$ cat src/design/lrs_pkg.sv
// lrs_pkg: shared types, codes and constants of the lcg random sampler
// no dependencies; used by lrs_ctrl, lrs_dp and lcg_random_sampler

package lrs_pkg;

   // generator constants
   localparam logic [31:0] LCG_MUL   = 32'd1103515245;
   localparam logic [31:0] LCG_ADD   = 32'd12345;
   localparam logic [31:0] LCG_SEED  = 32'd1;
   localparam int          DRAW_LSB  = 16;
   localparam int          DRAW_W    = 15;

   // q15 probabilities
   localparam int          PROB_W    = 16;
   localparam logic [15:0] Q15_ONE   = 16'd32768;
   localparam int          CUM_W     = 18;

   // item and word widths
   localparam int          VALUE_W   = 32;
   localparam int          OP_W      = 2;
   localparam int          REQ_DATA_W = 112;
   localparam int          RSP_DATA_W = 48;

   // remainder unit: one dividend bit per step
   localparam int          DIV_CNT_W = 4;
   localparam logic [3:0]  DIV_LAST  = 4'd14;

   // configuration registers
   localparam int          CSR_INDEX_W   = 3;
   localparam int          CSR_DATA_W    = 16;
   localparam int          COUNT_W       = 3;
   localparam logic [2:0]  CSR_OUT_COUNT = 3'd0;
   localparam logic [2:0]  CSR_PROB_BASE = 3'd1;
   localparam logic [2:0]  COUNT_RESET   = 3'd1;

   typedef enum logic [1:0] {
      OP_UNIFORM = 2'd0,
      OP_COIN    = 2'd1,
      OP_SELECT  = 2'd2,
      OP_RESEED  = 2'd3
   } op_type;

   // controller to datapath
   typedef struct packed {
      logic load_item;
      logic reseed;
      logic advance;
      logic div_step;
      logic walk_step;
      logic out_load;
   } dp_cmd_type;

   // datapath to controller
   typedef struct packed {
      op_type op;
      logic   empty_range;
      logic   walk_done;
   } dp_status_type;

   function automatic logic [15:0] sat_q15(input logic [15:0] v);
      sat_q15 = (v > Q15_ONE) ? Q15_ONE : v;
   endfunction

endpackage

$ cat src/design/lrs_dp.sv
// lrs_dp: generator state, item registers, bit-serial remainder, table walk
// and the result word register; depends on lrs_pkg

module lrs_dp #(
   parameter int MAX_OUTCOMES = 4
) (
   input  logic                                clock,
   input  logic                                reset,
   input  lrs_pkg::op_type                     op_in,
   input  logic signed [lrs_pkg::VALUE_W-1:0]  low_bound,
   input  logic signed [lrs_pkg::VALUE_W-1:0]  high_bound,
   input  logic [lrs_pkg::PROB_W-1:0]          probability,
   input  logic [lrs_pkg::VALUE_W-1:0]         seed_value,
   input  logic                                csr_we,
   input  logic [lrs_pkg::CSR_INDEX_W-1:0]     csr_index,
   input  logic [lrs_pkg::CSR_DATA_W-1:0]      csr_wdata,
   input  lrs_pkg::dp_cmd_type                 cmd,
   output lrs_pkg::dp_status_type              status,
   output logic signed [lrs_pkg::VALUE_W-1:0]  result_value,
   output logic [lrs_pkg::DRAW_W-1:0]          raw_draw,
   output logic                                drew
);

   localparam int IDX_W = (MAX_OUTCOMES > 1) ? $clog2(MAX_OUTCOMES) : 1;
   localparam logic [lrs_pkg::COUNT_W-1:0] MAX_N = lrs_pkg::COUNT_W'(MAX_OUTCOMES);

   // generator and item registers
   logic [31:0]                        gen_ff;
   lrs_pkg::op_type                    op_ff;
   logic signed [31:0]                 low_ff;
   logic signed [31:0]                 high_ff;
   logic [15:0]                        prob_ff;
   logic [31:0]                        seed_ff;
   logic [32:0]                        span_ff;
   logic [lrs_pkg::DRAW_W-1:0]         draw_ff;
   logic                               drew_ff;

   // remainder unit
   logic [lrs_pkg::DRAW_W-1:0]         rem_ff;
   logic [lrs_pkg::DRAW_W-1:0]         dvd_ff;

   // table walk
   logic [lrs_pkg::COUNT_W-1:0]        count_ff;
   logic [15:0]                        tab_ff [MAX_OUTCOMES];
   logic [IDX_W-1:0]                   idx_ff;
   logic [lrs_pkg::CUM_W-1:0]          cum_ff;

   // result word
   logic signed [31:0]                 out_value_ff;
   logic [lrs_pkg::DRAW_W-1:0]         out_draw_ff;
   logic                               out_drew_ff;

   logic [31:0]                        lcg_prod;
   logic [31:0]                        gen_in;
   logic [31:0]                        span32;
   logic [lrs_pkg::DRAW_W:0]           trial;
   logic                               trial_fits;
   logic [lrs_pkg::CUM_W-1:0]          cum_in;
   logic [lrs_pkg::COUNT_W-1:0]        n_used;
   logic                               walk_hit;
   logic                               walk_last;
   logic signed [31:0]                 res_in;

   assign lcg_prod = gen_ff * lrs_pkg::LCG_MUL;
   assign gen_in   = lcg_prod + lrs_pkg::LCG_ADD;
   assign span32   = 32'(high_bound) - 32'(low_bound) + 32'd1;

   assign trial      = {rem_ff, dvd_ff[lrs_pkg::DRAW_W-1]};
   assign trial_fits = {17'd0, trial} >= span_ff;

   assign n_used = (count_ff == '0)  ? lrs_pkg::COUNT_W'(1) :
                   (count_ff > MAX_N) ? MAX_N : count_ff;
   assign cum_in    = cum_ff + lrs_pkg::CUM_W'(lrs_pkg::sat_q15(tab_ff[idx_ff]));
   assign walk_hit  = {3'd0, draw_ff} <= cum_in;
   assign walk_last = lrs_pkg::COUNT_W'(idx_ff) == (n_used - lrs_pkg::COUNT_W'(1));

   assign status.op          = op_ff;
   assign status.empty_range = low_ff >= high_ff;
   assign status.walk_done   = walk_hit || walk_last;

   always_comb begin
      case (op_ff)
         lrs_pkg::OP_UNIFORM: begin
            res_in = status.empty_range ? low_ff : (low_ff + $signed({17'd0, rem_ff}));
         end
         lrs_pkg::OP_COIN: begin
            res_in = ({1'b0, draw_ff} < lrs_pkg::sat_q15(prob_ff)) ? 32'sd1 : 32'sd0;
         end
         lrs_pkg::OP_SELECT: begin
            res_in = $signed(32'(idx_ff));
         end
         default: begin
            res_in = 32'sd0;
         end
      endcase
   end

   // generator state
   always_ff @(posedge clock) begin
      if (reset) begin
         gen_ff <= lrs_pkg::LCG_SEED;
      end else if (cmd.reseed) begin
         gen_ff <= seed_ff;
      end else if (cmd.advance) begin
         gen_ff <= gen_in;
      end
   end

   // configuration
   always_ff @(posedge clock) begin
      if (reset) begin
         count_ff <= lrs_pkg::COUNT_RESET;
      end else if (csr_we && csr_index == lrs_pkg::CSR_OUT_COUNT) begin
         count_ff <= csr_wdata[lrs_pkg::COUNT_W-1:0];
      end
   end

   for (genvar i = 0; i < MAX_OUTCOMES; i++) begin : g_tab
      always_ff @(posedge clock) begin
         if (reset) begin
            tab_ff[i] <= (i == 0) ? lrs_pkg::Q15_ONE : 16'd0;
         end else if (csr_we &&
                      csr_index == lrs_pkg::CSR_PROB_BASE + lrs_pkg::CSR_INDEX_W'(i)) begin
            tab_ff[i] <= csr_wdata;
         end
      end
   end

   // item registers, draw, remainder and walk
   always_ff @(posedge clock) begin
      if (cmd.load_item) begin
         op_ff   <= op_in;
         low_ff  <= low_bound;
         high_ff <= high_bound;
         prob_ff <= probability;
         seed_ff <= seed_value;
         span_ff <= {span32 == 32'd0, span32};
      end
      if (cmd.load_item) begin
         draw_ff <= '0;
         drew_ff <= 1'b0;
      end else if (cmd.advance) begin
         draw_ff <= gen_in[lrs_pkg::DRAW_LSB +: lrs_pkg::DRAW_W];
         drew_ff <= 1'b1;
      end
      if (cmd.advance) begin
         rem_ff <= '0;
         dvd_ff <= gen_in[lrs_pkg::DRAW_LSB +: lrs_pkg::DRAW_W];
         idx_ff <= '0;
         cum_ff <= '0;
      end else begin
         if (cmd.div_step) begin
            rem_ff <= trial_fits ? lrs_pkg::DRAW_W'(trial - span_ff[lrs_pkg::DRAW_W:0])
                                 : trial[lrs_pkg::DRAW_W-1:0];
            dvd_ff <= dvd_ff << 1;
         end
         if (cmd.walk_step) begin
            cum_ff <= cum_in;
            if (!(walk_hit || walk_last)) begin
               idx_ff <= idx_ff + IDX_W'(1);
            end
         end
      end
      if (cmd.out_load) begin
         out_value_ff <= res_in;
         out_draw_ff  <= draw_ff;
         out_drew_ff  <= drew_ff;
      end
   end

   assign result_value = out_value_ff;
   assign raw_draw     = out_draw_ff;
   assign drew         = out_drew_ff;

endmodule

$ cat src/design/lrs_ctrl.sv
// lrs_ctrl: one-hot sequencer of the sampler and owner of the result valid flag
// depends on lrs_pkg; drives lrs_dp through dp_cmd_type

module lrs_ctrl (
   input  logic                   clock,
   input  logic                   reset,
   input  logic                   req_tvalid,
   output logic                   req_tready,
   output logic                   rsp_tvalid,
   input  logic                   rsp_tready,
   input  lrs_pkg::dp_status_type status,
   output lrs_pkg::dp_cmd_type    cmd
);

   typedef enum logic [5:0] {
      ST_IDLE    = 6'b000001,
      ST_DECODE  = 6'b000010,
      ST_ADVANCE = 6'b000100,
      ST_DIVIDE  = 6'b001000,
      ST_WALK    = 6'b010000,
      ST_FINISH  = 6'b100000
   } state_type;

   state_type                       state_ff, state_in;
   logic [lrs_pkg::DIV_CNT_W-1:0]   div_cnt_ff, div_cnt_in;
   logic                            valid_ff, valid_in;
   logic                            out_free;

   assign out_free   = !valid_ff || rsp_tready;
   assign req_tready = (state_ff == ST_IDLE);
   assign rsp_tvalid = valid_ff;

   always_comb begin
      state_in   = state_ff;
      div_cnt_in = div_cnt_ff;
      valid_in   = valid_ff && !rsp_tready;
      cmd        = '0;
      case (state_ff)
         ST_IDLE: begin
            if (req_tvalid) begin
               cmd.load_item = 1'b1;
               state_in      = ST_DECODE;
            end
         end
         ST_DECODE: begin
            if (status.op == lrs_pkg::OP_RESEED) begin
               cmd.reseed = 1'b1;
               state_in   = ST_FINISH;
            end else if (status.op == lrs_pkg::OP_UNIFORM && status.empty_range) begin
               state_in = ST_FINISH;
            end else begin
               state_in = ST_ADVANCE;
            end
         end
         ST_ADVANCE: begin
            cmd.advance = 1'b1;
            div_cnt_in  = lrs_pkg::DIV_LAST;
            case (status.op)
               lrs_pkg::OP_UNIFORM: state_in = ST_DIVIDE;
               lrs_pkg::OP_SELECT:  state_in = ST_WALK;
               default:             state_in = ST_FINISH;
            endcase
         end
         ST_DIVIDE: begin
            cmd.div_step = 1'b1;
            div_cnt_in   = div_cnt_ff - lrs_pkg::DIV_CNT_W'(1);
            if (div_cnt_ff == '0) begin
               state_in = ST_FINISH;
            end
         end
         ST_WALK: begin
            cmd.walk_step = 1'b1;
            if (status.walk_done) begin
               state_in = ST_FINISH;
            end
         end
         ST_FINISH: begin
            if (out_free) begin
               cmd.out_load = 1'b1;
               valid_in     = 1'b1;
               state_in     = ST_IDLE;
            end
         end
         default: begin
            state_in = ST_IDLE;
         end
      endcase
   end

   always_ff @(posedge clock) begin
      if (reset) begin
         state_ff   <= ST_IDLE;
         div_cnt_ff <= '0;
         valid_ff   <= 1'b0;
      end else begin
         state_ff   <= state_in;
         div_cnt_ff <= div_cnt_in;
         valid_ff   <= valid_in;
      end
   end

   // result word never overwrites one still waiting
   a_load_free: assert property (@(posedge clock) disable iff (reset)
      cmd.out_load |-> (!valid_ff || rsp_tready))
      else $error("result word loaded over a pending word");

   // an accepted word is decoded in the next cycle
   a_accept_decode: assert property (@(posedge clock) disable iff (reset)
      (req_tvalid && req_tready) |=> state_ff == ST_DECODE)
      else $error("accepted word not decoded");

   // remainder steps only for a uniform draw
   a_div_uniform: assert property (@(posedge clock) disable iff (reset)
      state_ff == ST_DIVIDE |-> status.op == lrs_pkg::OP_UNIFORM)
      else $error("remainder unit running for another operation");

   // table walk leaves only towards the result word
   a_walk_exit: assert property (@(posedge clock) disable iff (reset)
      state_ff == ST_WALK |=> (state_ff == ST_WALK || state_ff == ST_FINISH))
      else $error("table walk left to an unexpected state");

endmodule

$ cat src/design/lcg_random_sampler.sv
// lcg_random_sampler: top level of the 15-bit lcg sampler (uniform, coin flip,
// outcome select, reseed); depends on lrs_pkg, lrs_ctrl and lrs_dp
//
//  channel  | direction | handshake            | contents
//  ---------+-----------+----------------------+----------------------------------------
//  req_     | in        | tvalid / tready      | tuser: operation; tdata: bounds, prob, seed
//  rsp_     | out       | tvalid / tready      | tdata: result_value, raw_draw; tuser: drew
//  csr_     | in        | csr_we, no wait      | register index and write data
//
//  one word is worked on at a time; from accept to result load a word passes through
//    decode, then: reseed or empty uniform range go straight to the final state, a coin
//    flip goes via advance, outcome select via advance and k table walk steps
//    (at most MAX_OUTCOMES), uniform via advance and the 15-step bit-serial remainder unit
//  the next word is accepted in the cycle after the result is loaded, even while
//  that result still waits in the output register for rsp_tready
//  reset is synchronous: generator state 1, outcome count 1, table {one, 0, 0, 0}
//  a stalled result holds the sequencer in its final state until the output frees

module lcg_random_sampler #(
   parameter int MAX_OUTCOMES = 4
) (
   input  logic                               clock,
   input  logic                               reset,
   // request
   input  logic                               req_tvalid,
   output logic                               req_tready,
   input  logic [lrs_pkg::REQ_DATA_W-1:0]     req_tdata,  // low_bound, high_bound,
                                                          // probability, seed_value
   input  logic [lrs_pkg::OP_W-1:0]           req_tuser,  // operation
   // response
   output logic                               rsp_tvalid,
   input  logic                               rsp_tready,
   output logic [lrs_pkg::RSP_DATA_W-1:0]     rsp_tdata,  // result_value, raw_draw, zero pad
   output logic                               rsp_tuser,  // drew
   // configuration
   input  logic                               csr_we,
   input  logic [lrs_pkg::CSR_INDEX_W-1:0]    csr_index,
   input  logic [lrs_pkg::CSR_DATA_W-1:0]     csr_wdata
);

   lrs_pkg::dp_cmd_type          cmd;
   lrs_pkg::dp_status_type       status;
   logic signed [31:0]           result_value;
   logic [lrs_pkg::DRAW_W-1:0]   raw_draw;
   logic                         drew;

   // sequencer: accept, decode, advance, remainder or walk, result load
   lrs_ctrl u_ctrl (
      .clock      (clock),
      .reset      (reset),
      .req_tvalid (req_tvalid),
      .req_tready (req_tready),
      .rsp_tvalid (rsp_tvalid),
      .rsp_tready (rsp_tready),
      .status     (status),
      .cmd        (cmd)
   );

   // request word unpacked from the lowest bit up
   lrs_dp #(
      .MAX_OUTCOMES (MAX_OUTCOMES)
   ) u_dp (
      .clock        (clock),
      .reset        (reset),
      .op_in        (lrs_pkg::op_type'(req_tuser)),
      .low_bound    ($signed(req_tdata[31:0])),
      .high_bound   ($signed(req_tdata[63:32])),
      .probability  (req_tdata[79:64]),
      .seed_value   (req_tdata[111:80]),
      .csr_we       (csr_we),
      .csr_index    (csr_index),
      .csr_wdata    (csr_wdata),
      .cmd          (cmd),
      .status       (status),
      .result_value (result_value),
      .raw_draw     (raw_draw),
      .drew         (drew)
   );

   // response word: value low, then the draw, topped up to whole bytes
   assign rsp_tdata = {1'b0, raw_draw, result_value};
   assign rsp_tuser = drew;

endmodule
$ cat config.mk
export PLATFORM = sky130hd
export DESIGN_NAME = lcg_random_sampler
export DESIGN_NICKNAME = d
export VERILOG_FILES = /design/src/design/lrs_pkg.sv /design/src/design/lrs_dp.sv /design/src/design/lrs_ctrl.sv /design/src/design/lcg_random_sampler.sv
export SDC_FILE = /design/constraint.sdc
export NUM_CORES = 1
export LEC_CHECK = 0
export BUFFER_PORTS_ARGS = -buffer_cell sky130_fd_sc_hd__buf_2
export CORE_ASPECT_RATIO = 0.5
export CORE_MARGIN = 2
export CORE_UTILIZATION = 25
export CTS_BUF_LIST = sky130_fd_sc_hd__clkbuf_8
export DETAILED_ROUTE_END_ITERATION = 8
export GPL_ROUTABILITY_DRIVEN = 0
export SLEW_MARGIN = 10
export SYNTH_ARGS = -nofsm -noshare
export SYNTH_HDL_FRONTEND = slang
export SYNTH_HIERARCHICAL = 1
export SYNTH_SLANG_ARGS = --single-unit
export TNS_END_PERCENT = 5
$ cat constraint.sdc
create_clock -name clock -period 7.1 [get_ports clock]
set_clock_uncertainty 0.15 [all_clocks]
set_input_delay 1.065 -clock clock [delete_from_list [all_inputs] [get_ports clock]]
set_output_delay 1.065 -clock clock [all_outputs]
set_load 0.05 [all_outputs]
# Word-level counts from Yosys, hierarchy flattened
# Memories as Yosys holds them, arrays and structs flattened. A register that Yosys moved wholly into a read port is not among the register bits.
# Index checks and enable logic that the tools add are counted.
# word_totals
ramBits,64
register_bits,307
in_bits,138
wordCells,134
n_memories,1
# mem_list
name,words,word_bits,rd,rd_clocked_by_memory_dff,write_ports,line_no,text
u_dp.tab_ff,4,16,1,1,4,lrs_dp.sv:44,logic [15:0] tab_ff [MAX_OUTCOMES];
# op_classes
eq_ne,18
bitwise_logic,5
mux,52
addsub,9
magnitude_cmp,7
n_reduce_logical,21
multipliers,1
# ops
operator,n
two-way mux 16 bit,6
two-way mux 32 bit,3
case mux 32 bit (3 select lines),1
two-way mux 15 bit,3
two-way mux 6 bit,6
case mux 6 bit (6 select lines),1
greater-or-equal comparator 16 x 33 -> 1 bit,1
"adder 32 x 1 -> 32 bit, second input constant",1
"adder 32 x 14 -> 32 bit, second input constant",1
adder 32 x 16 -> 32 bit,1
greater-or-equal comparator 32 bit,1
"> comparator 16 bit, second input constant",2
logical NOT 32 bit,1
"multiplier 32 x 31 -> 32 bit, second input constant",1
subtractor 32 bit,1
two-way mux 1 bit,26
adder 18 x 16 -> 18 bit,1
<= comparator 15 x 18 -> 1 bit,1
less-than comparator 15 x 16 -> 1 bit,1
subtractor 15 bit,1
case mux 6 bit (2 select lines),1
case mux 4 bit (2 select lines),1
logical AND 1 bit,7
"equality test 3 x 2 -> 1 bit, second input constant",2
29 further kinds,42

# Longest topological paths before layout
# Gate-level depths: netlist (run 1).
# depth
depth_word,10
mapped_depth,28
mapped_depth_nobuf,28

# Cells and area by module
# The synthesis (run 1) kept the hierarchy.
# modules_own_cells
module,cells_each,instances,seq_area_each_um2,area_each_um2
lrs_dp,2687,1,9939.5,27956.8
lrs_ctrl,79,1,220.2,680.7
lcg_random_sampler,2,1,0.0,11.3

# Least setup slack after synthesis (run 1)
# OpenSTA, ideal clock, no wires.
# synth_path
kind,reg2reg
start,register u_dp.gen_ff[6]
end,register u_dp/dvd_ff[14] in the netlist's numbering (data pin)
stages_incl_launch_ff,27
t_required_ns,6.692
path_buffers,0
setup_ns,0.258
t_arrival_ns,6.778
period_less_slack_ns,7.186
setup_slack_ns,-0.086
path_cell_list,dfxtp_1 > ha_1 > xor2_1 > ha_1 > a21oi_1 > fa_1 > fa_1 > inv_1 > fa_1 > inv_1 > fa_1 > inv_1 > fa_1 > inv_1 > fa_1 > inv_1 > ha_1 > a21o_1 > a211o_1 > a2111o_1 > o21a_1 > a41o_1 > o21ai_0 > o21ai_0 > xnor2_1 > nor2_1 > nor2_1
# synth_via
elab_chain_cells,3
# synth_rtl
element,line_no,text
from (decl),lrs_dp.sv:28,logic [31:0] gen_ff;
from (signal assigned),lrs_dp.sv:101,gen_ff <= lrs_pkg::LCG_SEED;
from (signal assigned),lrs_dp.sv:105,gen_ff <= gen_in;
multiplier 32 x 31 -> 32 bit,lrs_dp.sv:64,assign lcg_prod = gen_ff * lrs_pkg::LCG_MUL;
adder 32 x 14 -> 32 bit,lrs_dp.sv:65,assign gen_in = lcg_prod + lrs_pkg::LCG_ADD;
two-way mux 15 bit,lrs_dp.sv:146,if (cmd.advance) begin
to (signal assigned),lrs_dp.sv:148,dvd_ff <= gen_in[lrs_pkg::DRAW_LSB +: lrs_pkg::DRAW_W];
to (signal assigned),lrs_dp.sv:155,dvd_ff <= dvd_ff << 1;
to (decl),lrs_dp.sv:40,logic [lrs_pkg::DRAW_W-1:0] dvd_ff;
# No other way between the ends.
# A chain may end at the register's enable or synchronous reset.

# Worst setup path after layout (run 1)
# layout_path
start,register u_dp.gen_ff[7]
end,register u_dp/draw_ff[12] in the netlist's numbering
# layout_via
elab_chain_cells,2
# layout_rtl
element,line_no,text
multiplier 32 x 31 -> 32 bit,lrs_dp.sv:64,
adder 32 x 14 -> 32 bit,lrs_dp.sv:65,
to (signal assigned),lrs_dp.sv:143,draw_ff <= gen_in[lrs_pkg::DRAW_LSB +: lrs_pkg::DRAW_W];
to (decl),lrs_dp.sv:35,logic [lrs_pkg::DRAW_W-1:0] draw_ff;
# No other way between the ends.

==> results.py, run 1 <==
metrics = {
    "global_route": {
        "number_of_antenna_violations_at_the_first_check_in_global_routing": 15,
        "globalRouteTotalUtil": 0.133,
        "global_route.usage.met3": 0.0178,
        "gr-max-usage-layer": "met2",
        "met1_track_demand_over_resource_in_global_routing": 0.153,
        "gr-usage-met2": 0.247,
        "grt-ovfl-total": 0,
        "number_of_global_route_vias_before_repair": 21700,
        "grt_pass1_wl_um": 122000,
        "maximum_number_of_pins_on_one_net_before_global_route_repair": 70,
    },
    "floorplan": {
        "design.portCount": 189,
        "rows": 87,
        "floorplan.core_area_um2": 113000,
        "fp.dieH_um": 243,
        "dieArea_um2": 117000,
        "initial_core_util": 0.253,
        "die_x_um": 483,
    },
    "placed_design": {
        "placement.io_buffers": 186,
        "dp_hpwl_um": 63100,
        "placed_cells": 4513,
        "placed_cell_area_um2": 32100,
    },
    "sta": {
        "worst-slew-pin-transition_ns": 1.25,
        "min_period_ns": 6.99,
        "final_min_period_over_clock_period": 0.985,
        "setup_viol_count_final": 0,
        "slew_headroom": 0.163,
        "rsz0062_at_grt": "yes",
        "slew_violations": 0,
        "hold_viol": 0,
        "max_freq_ghz": 0.143,
    },
    "clock_network": {
        "cts.clk_slew.worst_paths_ns": 0.06,
        "inserted_clock_buffers": 68,
        "clock_path_buffers": 3,
        "clock-sinks": 371,
        "cts_hold_buffers": 0,
        "clock-root-buffer": "sky130_fd_sc_hd__clkbuf_8",
        "htree_levels": 3,
        "worst_skew_pair.late_latency_ns": 0.66,
        "cts_tree": "yes",
    },
    "synth": {
        "post_syn_area_um2": 28600,
        "synthDistinctLibCells": 81,
        "yosys_register_bits": 371,
        "post-synth-top-area-fraction": 0.286,
        "synth-async-reset-ratio": 0,
        "yosys_warnings": 6,
        "synth-main-ff-cell": "sky130_fd_sc_hd__edfxtp_1",
        "synth-edff-count": 273,
        "yosysSeqAreaShare": 0.355,
        "syn_avg_cell_area_um2": 10.3,
        "synth_cells": 2768,
        "synthDominantAreaCellType": "sky130_fd_sc_hd__edfxtp_1",
        "postSynthNetCount": 3453,
        "synth_top_cells_by_area": "sky130_fd_sc_hd__edfxtp_1 (29%), sky130_fd_sc_hd__ha_1 (16%), sky130_fd_sc_hd__fa_1 (13%), sky130_fd_sc_hd__inv_1 (7.2%), sky130_fd_sc_hd__dfxtp_1 (6.8%)",
    },
    "pwr": {
        "power-per-cell-area_nw_per_um2": 232,
        "intPower_mw": 5.01,
        "totalPowerFinal_mw": 7.86,
        "netSwitchingFraction": 0.363,
        "power.sequential.fraction": 0.355,
        "peak_ir_drop_on_the_vdd_network_v": 0.000127,
        "share_clk_of_total_power": 0.268,
        "power_switching_mw": 2.86,
        "leakage_nw": 15.5,
        "share_comb_of_total_power": 0.377,
    },
    "drt": {
        "drt_pass1_iterations": 5,
        "post_drt_via_cell_ratio": 4.43,
        "via_count": 20600,
        "final_antenna_net_count": 0,
        "dr.first_iter.drc_count": 982,
        "final_routed_wirelength_across_all_metal_layers_um": 78200,
        "post_drt_wl_per_cell_um": 16.8,
        "detail_route.drc_violations": 0,
    },
    "layout": {
        "synthToLayoutAreaGrowth_pct": 18.5,
        "seqCellArea_um2": 10200,
        "layout_common_cells": "sky130_fd_sc_hd__inv_1 (556), sky130_fd_sc_hd__ha_1 (349), sky130_fd_sc_hd__edfxtp_1 (273)",
        "final_layout_size_suffix_gt1_frac": 0.165,
        "area_used_by_multi_input_combinational_logic_um2": 16600,
        "finish.instance_area_um2": 33900,
        "final_cells": 4646,
        "mostFrequentLayoutCell": "sky130_fd_sc_hd__inv_1",
        "fillcell_total": 11700,
        "nets": 3759,
    },
    "critical_path": {
        "max_stage_delay_on_crit_path_ns": 0.55,
        "end_kind": "flip-flop",
        "critical_path.startpoint_type": "flip-flop",
        "critPathArrivalTime_ns": 7.43,
        "rr_startpoint": "u_dp/gen_ff[7]$_SDFFE_PP0P_",
        "timing.critical_path.fanout_max": 3,
        "cp.buffers_inverters": 6,
        "cp_common_cell": "sky130_fd_sc_hd__fa_1",
        "timing.rr.end": "u_dp/draw_ff[12]$_SDFFE_PP0P_",
        "cpLargestDelayFamily": "adder cells",
        "r2r_cells": 27,
        "number_of_cells_on_the_critical_path": 27,
        "crit_end": "u_dp/draw_ff[12]$_SDFFE_PP0P_",
        "timing.critical_path.slowest_stage_cell": "sky130_fd_sc_hd__fa_1",
        "worstSetupPathType": "flip-flop to flip-flop",
        "critical_path_required_ns": 7.54,
        "setup_slack_of_the_most_critical_reg_to_reg_path_ns": 0.11,
        "startpoint": "u_dp/gen_ff[7]$_SDFFE_PP0P_",
    },
    "min_path": {
        "hold_path_startpoint": "u_dp/drew_ff$_SDFFE_PP0P_",
        "holdCritPathClass": "flip-flop to flip-flop",
    },
    "run": {
        "max_cap_viol": 0,
    },
    "status": {
        "run_status": "finished clean",
    },
}
-- cell usage after synthesis (7+ instances only) --
cell type	number
sky130_fd_sc_hd__nor2b_1	33
sky130_fd_sc_hd__mux2i_1	35
sky130_fd_sc_hd__dfxtp_1	98
sky130_fd_sc_hd__o21bai_1	12
sky130_fd_sc_hd__a311oi_1	7
sky130_fd_sc_hd__a31oi_1	15
sky130_fd_sc_hd__clkbuf_1	49
sky130_fd_sc_hd__nand3b_1	10
sky130_fd_sc_hd__nand3_1	32
sky130_fd_sc_hd__a21oi_1	148
sky130_fd_sc_hd__or3_1	12
sky130_fd_sc_hd__and3_1	11
sky130_fd_sc_hd__o21ai_0	61
sky130_fd_sc_hd__o2111ai_1	7
sky130_fd_sc_hd__and2_1	85
sky130_fd_sc_hd__edfxtp_1	273
sky130_fd_sc_hd__nand2b_1	17
sky130_fd_sc_hd__nor3_1	42
sky130_fd_sc_hd__nor4_1	19
sky130_fd_sc_hd__inv_1	551
sky130_fd_sc_hd__nand4_1	21
sky130_fd_sc_hd__a221oi_1	15
sky130_fd_sc_hd__a211oi_1	29
sky130_fd_sc_hd__mux4_2	16
sky130_fd_sc_hd__nor2_1	162
sky130_fd_sc_hd__a41o_1	8
sky130_fd_sc_hd__mux2_2	8
sky130_fd_sc_hd__fa_1	181
sky130_fd_sc_hd__ha_1	366
sky130_fd_sc_hd__nand2_1	115
sky130_fd_sc_hd__xnor2_1	88
sky130_fd_sc_hd__o21a_1	24
sky130_fd_sc_hd__xor2_1	48
sky130_fd_sc_hd__a21o_1	57
-- sequential cells by signal, indices dropped and copies added, names as in the netlist, 2 cells and up, named ones only --
signal and count:
u_dp/tab_ff 64, u_dp/span_ff 33, u_dp/high_ff 32, u_dp/low_ff 32, u_dp/result_value 32, u_dp/gen_ff 31
u_dp/seed_ff 31, u_dp/cum_ff 18, u_dp/prob_ff 16, u_dp/draw_ff 15, u_dp/dvd_ff 15, u_dp/raw_draw 15
u_dp/rem_ff 15, u_ctrl/state_ff 6, u_ctrl/div_cnt_ff 4, u_dp/count_ff 3, u_dp/idx_ff 2, u_dp/op_ff 2
-- stage by stage --
stage	setup WS [ns]	setup TNS, ns	util	hold WS, ns
5_1_grt	-0.117	-0.607	0.300	0.311
3_5_place_dp	-0.432	-5.46	0.283	0.272
6_report	0.108	0	0.300	0.285
4_1_cts	-0.0106	-0.0311	0.297	0.299
2_1_floorplan	0.0209	0	-	0.259
3_3_place_gp	-0.402	-3.85	0.283	0.263
-- power groups by stage --
stage | logic (mW) | clock network (mW) | registers, mW
2_1_floorplan | 2.01 | 0 | 2.80
3_3_place_gp | 2.75 | 0 | 2.83
3_5_place_dp | 2.80 | 0 | 2.84
4_1_cts | 2.87 | 2.17 | 2.80
5_1_grt | 3.34 | 2.27 | 2.82
6_report | 2.96 | 2.10 | 2.79
-- worst register-to-register path, delay by kind of cell (launching register included) --
kind | cells | cell delay, ns
compound gates | 9 | 1.85
xor+xnor | 2 | 0.30
fa+ha+maj | 9 | 3.72
buf+inv | 6 | 0.42
flops | 1 | 0.36
simple gates | 1 | 0.13
-- cell families (layout without fill, tap and decap cells) --
| kind of cell | count (synthesis) | after routing | synth area share |
|---|---|---|---|
| XOR/XNOR | 136 | 136 | 0.0416 |
| other | 1 | 5 | 0.000131 |
| AO/OA/AOI/OAI | 448 | 448 | 0.103 |
| multiplexers | 59 | 59 | 0.0280 |
| adder cells (fa/ha/maj) | 547 | 547 | 0.286 |
| flip-flops | 371 | 371 | 0.355 |
| buffers and inverters | 611 | 972 | 0.0805 |
| AND/OR/NAND/NOR | 595 | 595 | 0.106 |
-- worst min-delay path by stage --
stage	to	cells after the start
4_1_cts	u_dp/drew$_DFFE_PP_	0
3_3_place_gp	u_dp/drew$_DFFE_PP_	0
2_1_floorplan	u_dp/drew$_DFFE_PP_	0
3_5_place_dp	u_dp/drew$_DFFE_PP_	0
6_report	u_dp/drew$_DFFE_PP_	0
5_1_grt	u_dp/drew$_DFFE_PP_	0
-- area by class of cell --
cell class	count	area share
inverter	553	0.0612
clock buffer	70	0.0284
antenna	4	0.000295
multi-input combinational	1786	0.490
tap	1513	0.0558
timing repair buffer	294	0.0522
sequential	371	0.300
clock inverter	55	0.0125
-- metal layers --
layer,part of all wire,up-vias
li1,-,10000
met4,0.040,14
met2,0.52,347
met3,0.035,148
met1,0.40,10000
met5,0.0012,-
-- repair_timing --
action	in CTS	in global routing
buffers inserted	1	3
endpoints found under the setup margin	21	26
gates resized for setup	37	51
pin swaps	25	49
Note: power is estimated with default switching activity, not from simulation.
==> inputs of run 2 (changes only) <==
--- a/config.mk
+++ b/config.mk
@@ -6,12 +6,15 @@
 export NUM_CORES = 1
 export LEC_CHECK = 0
 export BUFFER_PORTS_ARGS = -buffer_cell sky130_fd_sc_hd__buf_2
+export CELL_PAD_IN_SITES_DETAIL_PLACEMENT = 1
+export CELL_PAD_IN_SITES_GLOBAL_PLACEMENT = 1
 export CORE_ASPECT_RATIO = 0.5
 export CORE_MARGIN = 2
 export CORE_UTILIZATION = 25
 export CTS_BUF_LIST = sky130_fd_sc_hd__clkbuf_8
 export DETAILED_ROUTE_END_ITERATION = 8
-export GPL_ROUTABILITY_DRIVEN = 0
+export GPL_ROUTABILITY_DRIVEN = 1
+export PLACE_DENSITY_LB_ADDON = 0.1
 export SLEW_MARGIN = 10
 export SYNTH_ARGS = -nofsm -noshare
 export SYNTH_HDL_FRONTEND = slang
==> run 2 against run 1 <==
Effect of this change: clock power down 2%; worst setup slack worse by 0.019 ns; design area up 0.77%; cell count up 1.1%; sequential share of layout area down 0.23 points; via count up 0.27%; worst hold slack better by 0.0058 ns; combinational power up 4%; sequential power about the same; critical endpoint is now u_dp/dvd_ff[11]$_DFFE_PP_; largest cell class unchanged.
==> results.py, run 2 (synthesis gave the netlist of run 1 again) <==
metrics = {
    "status": {
        "run_status": "finished clean",
    },
    "global_route": {
        "number_of_antenna_violations_at_the_first_check_in_global_routing": 2,
        "grt-ovfl-total": 0,
        "maximum_number_of_pins_on_one_net_before_global_route_repair": 103,
        "grt_pass1_wl_um": 142000,
        "globalRouteTotalUtil": 0.161,
        "number_of_global_route_vias_before_repair": 22900,
    },
    "clock_network": {
        "inserted_clock_buffers": 69,
        "cts_tree": "yes",
        "clock-sinks": 371,
        "htree_levels": 3,
        "worst_skew_pair.late_latency_ns": 0.71,
        "cts_hold_buffers": 0,
        "clock-root-buffer": "sky130_fd_sc_hd__clkbuf_8",
        "cts.clk_slew.worst_paths_ns": 0.06,
        "clock_path_buffers": 3,
    },
    "layout": {
        "final_cells": 4698,
        "synthToLayoutAreaGrowth_pct": 19.4,
        "largest-register": "u_dp/tab_ff",
        "largest_register_ffs": 64,
        "mostFrequentLayoutCell": "sky130_fd_sc_hd__inv_1",
        "nets": 3813,
        "layout_common_cells": "sky130_fd_sc_hd__inv_1 (575), sky130_fd_sc_hd__ha_1 (351), sky130_fd_sc_hd__edfxtp_1 (273)",
        "final_layout_size_suffix_gt1_frac": 0.172,
        "reg_top3": "u_dp/tab_ff x64, u_dp/span_ff x33",
    },
    "drt": {
        "drt_pass1_iterations": 4,
        "dr.first_iter.drc_count": 686,
        "detail_route.drc_violations": 0,
        "post_drt_wl_per_cell_um": 19.7,
        "post_drt_via_cell_ratio": 4.39,
        "via_count": 20600,
        "final_routed_wirelength_across_all_metal_layers_um": 92700,
        "final_antenna_net_count": 0,
    },
    "min_path": {
        "holdCritPathClass": "flip-flop to flip-flop",
        "hold_path_startpoint": "u_dp/drew_ff$_SDFFE_PP0P_",
    },
    "sta": {
        "slew_headroom": 0.296,
        "final_min_period_over_clock_period": 0.987,
        "max_freq_ghz": 0.143,
        "rsz0062_at_grt": "yes",
        "fin_worst_hold_slack_ns": 0.291,
        "slew_violations": 0,
        "setup_viol_count_final": 0,
        "worst-slew-pin-transition_ns": 1.06,
        "min_period_ns": 7.01,
        "hold_viol": 0,
    },
    "critical_path": {
        "critPathArrivalTime_ns": 7.27,
        "timing.critical_path.slowest_stage_cell": "sky130_fd_sc_hd__fa_2",
        "startpoint": "u_dp/gen_ff[6]$_SDFFE_PP0P_",
        "critical_path_required_ns": 7.36,
        "timing.critical_path.fanout_max": 6,
        "setup_slack_of_the_most_critical_reg_to_reg_path_ns": 0.09,
        "rr_startpoint": "u_dp/gen_ff[6]$_SDFFE_PP0P_",
        "worstSetupPathType": "flip-flop to flip-flop",
        "cp_common_cell": "sky130_fd_sc_hd__inv_1",
        "end_kind": "flip-flop",
        "max_stage_delay_on_crit_path_ns": 0.58,
        "critical_path.startpoint_type": "flip-flop",
    },
    "placed_design": {
        "placed_cells": 4565,
        "placement.io_buffers": 186,
        "dp_hpwl_um": 75300,
        "routabilityCongestion": 0.799,
    },
    "pwr": {
        "totalPowerFinal_mw": 7.94,
        "leakage_nw": 15.8,
        "peak_ir_drop_on_the_vdd_network_v": 0.000123,
        "power-per-cell-area_nw_per_um2": 232,
    },
    "floorplan": {
        "rows": 87,
        "initial_core_util": 0.253,
        "die_x_um": 483,
        "floorplan.core_area_um2": 113000,
        "design.portCount": 189,
        "dieArea_um2": 117000,
        "fp.dieH_um": 243,
    },
    "run": {
        "max_cap_viol": 0,
    },
}
==> run 2: cell types whose count changed in the layout (fill, tap and decap cells not counted), sizes merged, moves of 3 or more <==
cell / previous run / this run
buf: 294 / 347
inv: 568 / 584
clkinv: 34 / 19
bufinv: 5 / 1
clkbuf: 70 / 74
diode: 4 / 1
==> run 2: stage by stage <==
step | setup WS (ns) | setup TNS (ns) | area (um^2) | util
after floorplan | 0.0209 | 0 | 28700 | -
after detailed placement | -0.428 | -4.07 | 32500 | 0.287
after CTS | 0.00260 | 0 | 34100 | 0.301
after global placement | -0.419 | -4.34 | 32500 | 0.287
final | 0.0889 | 0 | 34200 | 0.302
after global routing | -0.208 | -2.01 | 34200 | 0.302
==> run 2: what timing repair did <==
item | 4_1_cts | 5_1_grt
endpoints found under the setup margin | 24 | 36
pin swaps | 32 | 32
gates resized for setup | 44 | 28
setup buffers | 3 | 2
==> run 2: worst max-delay path, delay by kind of cell, from the launching register on <==
family,cells,cell delay [ns]
fa+ha+maj,9,3.60
compound gates,7,1.35
simple gates,3,0.57
buf+inv,8,0.54
flops,1,0.37
xor+xnor,1,0.13
==> run 2: path summary, 6_finish.rpt <==
kind	cells past startpoint	endpoint
worst max-delay path	28	u_dp/dvd_ff[11]$_DFFE_PP_
worst min-delay path	0	u_dp/drew$_DFFE_PP_
worst max register to register	28	u_dp/dvd_ff[11]$_DFFE_PP_
worst min register to register	0	u_dp/drew$_DFFE_PP_
==> run 2: per-layer routing <==
metal / up-vias / GRT usage / share of wire
met5: - / 0 / 0
met4: 0 / 0.0317 / 0.016
met3: 88 / 0.0229 / 0.023
met2: 164 / 0.288 / 0.51
met1: 10200 / 0.206 / 0.45
li1: 10100 / - / -
==> run 2: final cells by class <==
| type | instances | area, um^2 |
|---|---|---|
| Antenna cell | 1 | 2.50 |
| Clock buffer | 74 | 1020 |
| Clock inverter | 53 | 294 |
| Fill cell | 12900 | 79000 |
| Inverter | 553 | 2080 |
| Multi-Input combinational cell | 1786 | 16500 |
| Sequential cell | 371 | 10200 |
| Tap cell | 1513 | 1890 |
| Timing Repair Buffer | 347 | 2190 |
==> run 2: power breakdown <==
group | internal, mW | switching [mW] | leakage, nW | total (mW)
clock | 1.02 | 1.04 | 0.767 | 2.06
combinational | 1.27 | 1.82 | 11.7 | 3.09
sequential | 2.64 | 0.158 | 3.38 | 2.79
total | 4.93 | 3.02 | 15.8 | 7.94
==> inputs of run 3 (changes only) <==
--- a/config.mk
+++ b/config.mk
@@ -10,7 +10,7 @@
 export CELL_PAD_IN_SITES_GLOBAL_PLACEMENT = 1
 export CORE_ASPECT_RATIO = 0.5
 export CORE_MARGIN = 2
-export CORE_UTILIZATION = 25
+export CORE_UTILIZATION = 46
 export CTS_BUF_LIST = sky130_fd_sc_hd__clkbuf_8
 export DETAILED_ROUTE_END_ITERATION = 8
 export GPL_ROUTABILITY_DRIVEN = 1
==> run 3 against run 2 <==
Effect of this change: maximum frequency is 0.37% lower; sequential power hardly changed; utilization is 23 points higher; register-to-register slack worse by 0.03 ns; global-route usage is 9.2 points higher; via count is 1.3% higher; worst setup slack worse by 0.026 ns; largest cell class unchanged; highest routed layer unchanged.
==> results.py, run 3 (synthesis gave the netlist of run 1 again) <==
metrics = {
    "critical_path": {
        "end_kind": "flip-flop",
        "worstSetupPathType": "flip-flop to flip-flop",
        "cpLargestDelayFamily": "adder cells",
        "critPathArrivalTime_ns": 7.44,
        "timing.critical_path.slowest_stage_cell": "sky130_fd_sc_hd__fa_1",
        "critical_path_required_ns": 7.50,
        "cp.buffers_inverters": 10,
        "timing.critical_path.fanout_max": 4,
        "critical_path.startpoint_type": "flip-flop",
        "max_stage_delay_on_crit_path_ns": 0.54,
    },
    "pwr": {
        "leakage_nw": 15.4,
        "netSwitchingFraction": 0.370,
        "power-per-cell-area_nw_per_um2": 234,
        "intPower_mw": 4.86,
        "totalPowerFinal_mw": 7.71,
        "share_comb_of_total_power": 0.390,
        "peak_ir_drop_on_the_vdd_network_v": 0.000141,
        "power_switching_mw": 2.85,
        "power.sequential.fraction": 0.362,
        "share_clk_of_total_power": 0.248,
    },
    "layout": {
        "final_design_utilization": 0.537,
        "finish.instance_area_um2": 32900,
        "final_cells": 3942,
        "mostFrequentLayoutCell": "sky130_fd_sc_hd__inv_1",
        "synthToLayoutAreaGrowth_pct": 14.9,
        "largest-register": "u_dp/tab_ff",
        "nets": 3753,
        "final_layout_size_suffix_gt1_frac": 0.166,
        "layout_common_cells": "sky130_fd_sc_hd__inv_1 (555), sky130_fd_sc_hd__ha_1 (340), sky130_fd_sc_hd__edfxtp_1 (273)",
        "reg_top3": "u_dp/tab_ff x64, u_dp/span_ff x33",
        "largest_register_ffs": 64,
    },
    "floorplan": {
        "design.portCount": 189,
        "dieArea_um2": 64400,
        "initial_core_util": 0.467,
        "die_x_um": 357,
        "floorplan.core_area_um2": 61300,
        "fp.dieH_um": 180,
        "rows": 64,
    },
    "drt": {
        "dr.first_iter.drc_count": 1005,
        "drt_pass1_iterations": 5,
        "via_count": 20900,
        "final_antenna_net_count": 0,
        "final_routed_wirelength_across_all_metal_layers_um": 80600,
        "detail_route.drc_violations": 0,
        "post_drt_via_cell_ratio": 5.30,
        "post_drt_wl_per_cell_um": 20.5,
    },
    "placed_design": {
        "placed_cells": 3824,
        "preCtsSetupSlack_ns": -0.467,
        "routabilityCongestion": 0.912,
        "placement.io_buffers": 186,
        "dp_hpwl_um": 63800,
        "placed_cell_area_um2": 31200,
    },
    "global_route": {
        "grt_pass1_wl_um": 127000,
        "number_of_antenna_violations_at_the_first_check_in_global_routing": 2,
        "maximum_number_of_pins_on_one_net_before_global_route_repair": 64,
        "grt-ovfl-total": 0,
        "globalRouteTotalUtil": 0.253,
        "number_of_global_route_vias_before_repair": 22700,
    },
    "sta": {
        "max_freq_ghz": 0.142,
        "slew_headroom": 0.198,
        "min_period_ns": 7.04,
        "final_min_period_over_clock_period": 0.991,
        "hold_viol": 0,
        "slew_violations": 0,
        "tns_ns": 0,
        "worst-slew-pin-transition_ns": 1.20,
        "setup_viol_count_final": 0,
        "postLayoutSetupSlackWorst_ns": 0.0628,
        "rsz0062_at_grt": "yes",
        "fin_worst_hold_slack_ns": 0.301,
    },
    "clock_network": {
        "clock-sinks": 371,
        "worst_skew_pair.late_latency_ns": 0.68,
        "clock-root-buffer": "sky130_fd_sc_hd__clkbuf_8",
        "clock_path_buffers": 3,
        "htree_levels": 2,
        "cts.clk_slew.worst_paths_ns": 0.07,
        "cts_tree": "yes",
        "inserted_clock_buffers": 57,
    },
    "status": {
        "run_status": "finished clean",
    },
    "min_path": {
        "holdCritPathClass": "flip-flop to flip-flop",
    },
    "run": {
        "max_cap_viol": 0,
    },
}
-- run 3: cell count changes in the layout (fill, tap and decap cells not counted), sizes merged --
cell,previous run,this run
clkbuf,74,65
diode,1,2
clkinvlp,2,4
clkinv,19,15
inv,584,571
bufinv,1,4
buf,347,299
-- run 3: power by group through the flow --
| stage | clock network, mW | registers [mW] | logic, mW |
|---|---|---|---|
| floorplan | 0 | 2.80 | 2.01 |
| global placement | 0 | 2.83 | 2.78 |
| detailed placement | 0 | 2.84 | 2.87 |
| CTS | 1.97 | 2.79 | 2.96 |
| global route | 2.05 | 2.82 | 3.39 |
| finish | 1.91 | 2.79 | 3.01 |
-- run 3: area by class of cell --
class	instances	area [um^2]
repair buffers	299	1830
clock buffers	65	895
fillers	6884	28400
well taps	825	1030
inverters	553	2080
flip-flops and latches	371	10200
clock inverters	41	297
diodes	2	5.00
multi-input cells	1786	16600
-- run 3: final timing paths --
path	startpoint	end	slack [ns]	cells after the start
min	u_dp/drew_ff$_SDFFE_PP0P_	u_dp/drew$_DFFE_PP_	0.30	0
min reg2reg	u_dp/drew_ff$_SDFFE_PP0P_	u_dp/drew$_DFFE_PP_	0.30	0
max	u_dp/gen_ff[7]$_SDFFE_PP0P_	u_dp/gen_ff[29]$_SDFFE_PP0P_	0.06	30
max reg2reg	u_dp/gen_ff[7]$_SDFFE_PP0P_	u_dp/gen_ff[29]$_SDFFE_PP0P_	0.06	30
-- run 3: what timing repair did --
action                     CTS  global route
resized for setup           53            50
hold endpoints to repair     0             0
hold buffers                 0             0
setup buffers                3             7
cloned                       0             0
pin swaps                   27            55
setup endpoints to repair   22            26
-- run 3: per-layer routing --
layer,global-route usage,share of wire,vias up
met5,0,0,-
met1,0.325,0.44,10400
met3,0.0365,0.034,126
met2,0.435,0.50,341
met4,0.0901,0.032,0
li1,-,-,10000
-- run 3: worst reg2reg max path: cells and delay by family, from the launching register on --
kind	cells	cell delay [ns]
AOI/OAI and AO/OA	8	1.27
and+or+nand+nor	2	0.41
buffers and inverters	10	0.78
adders and majority gates	9	3.66
muxes	1	0.33
DFF	1	0.36
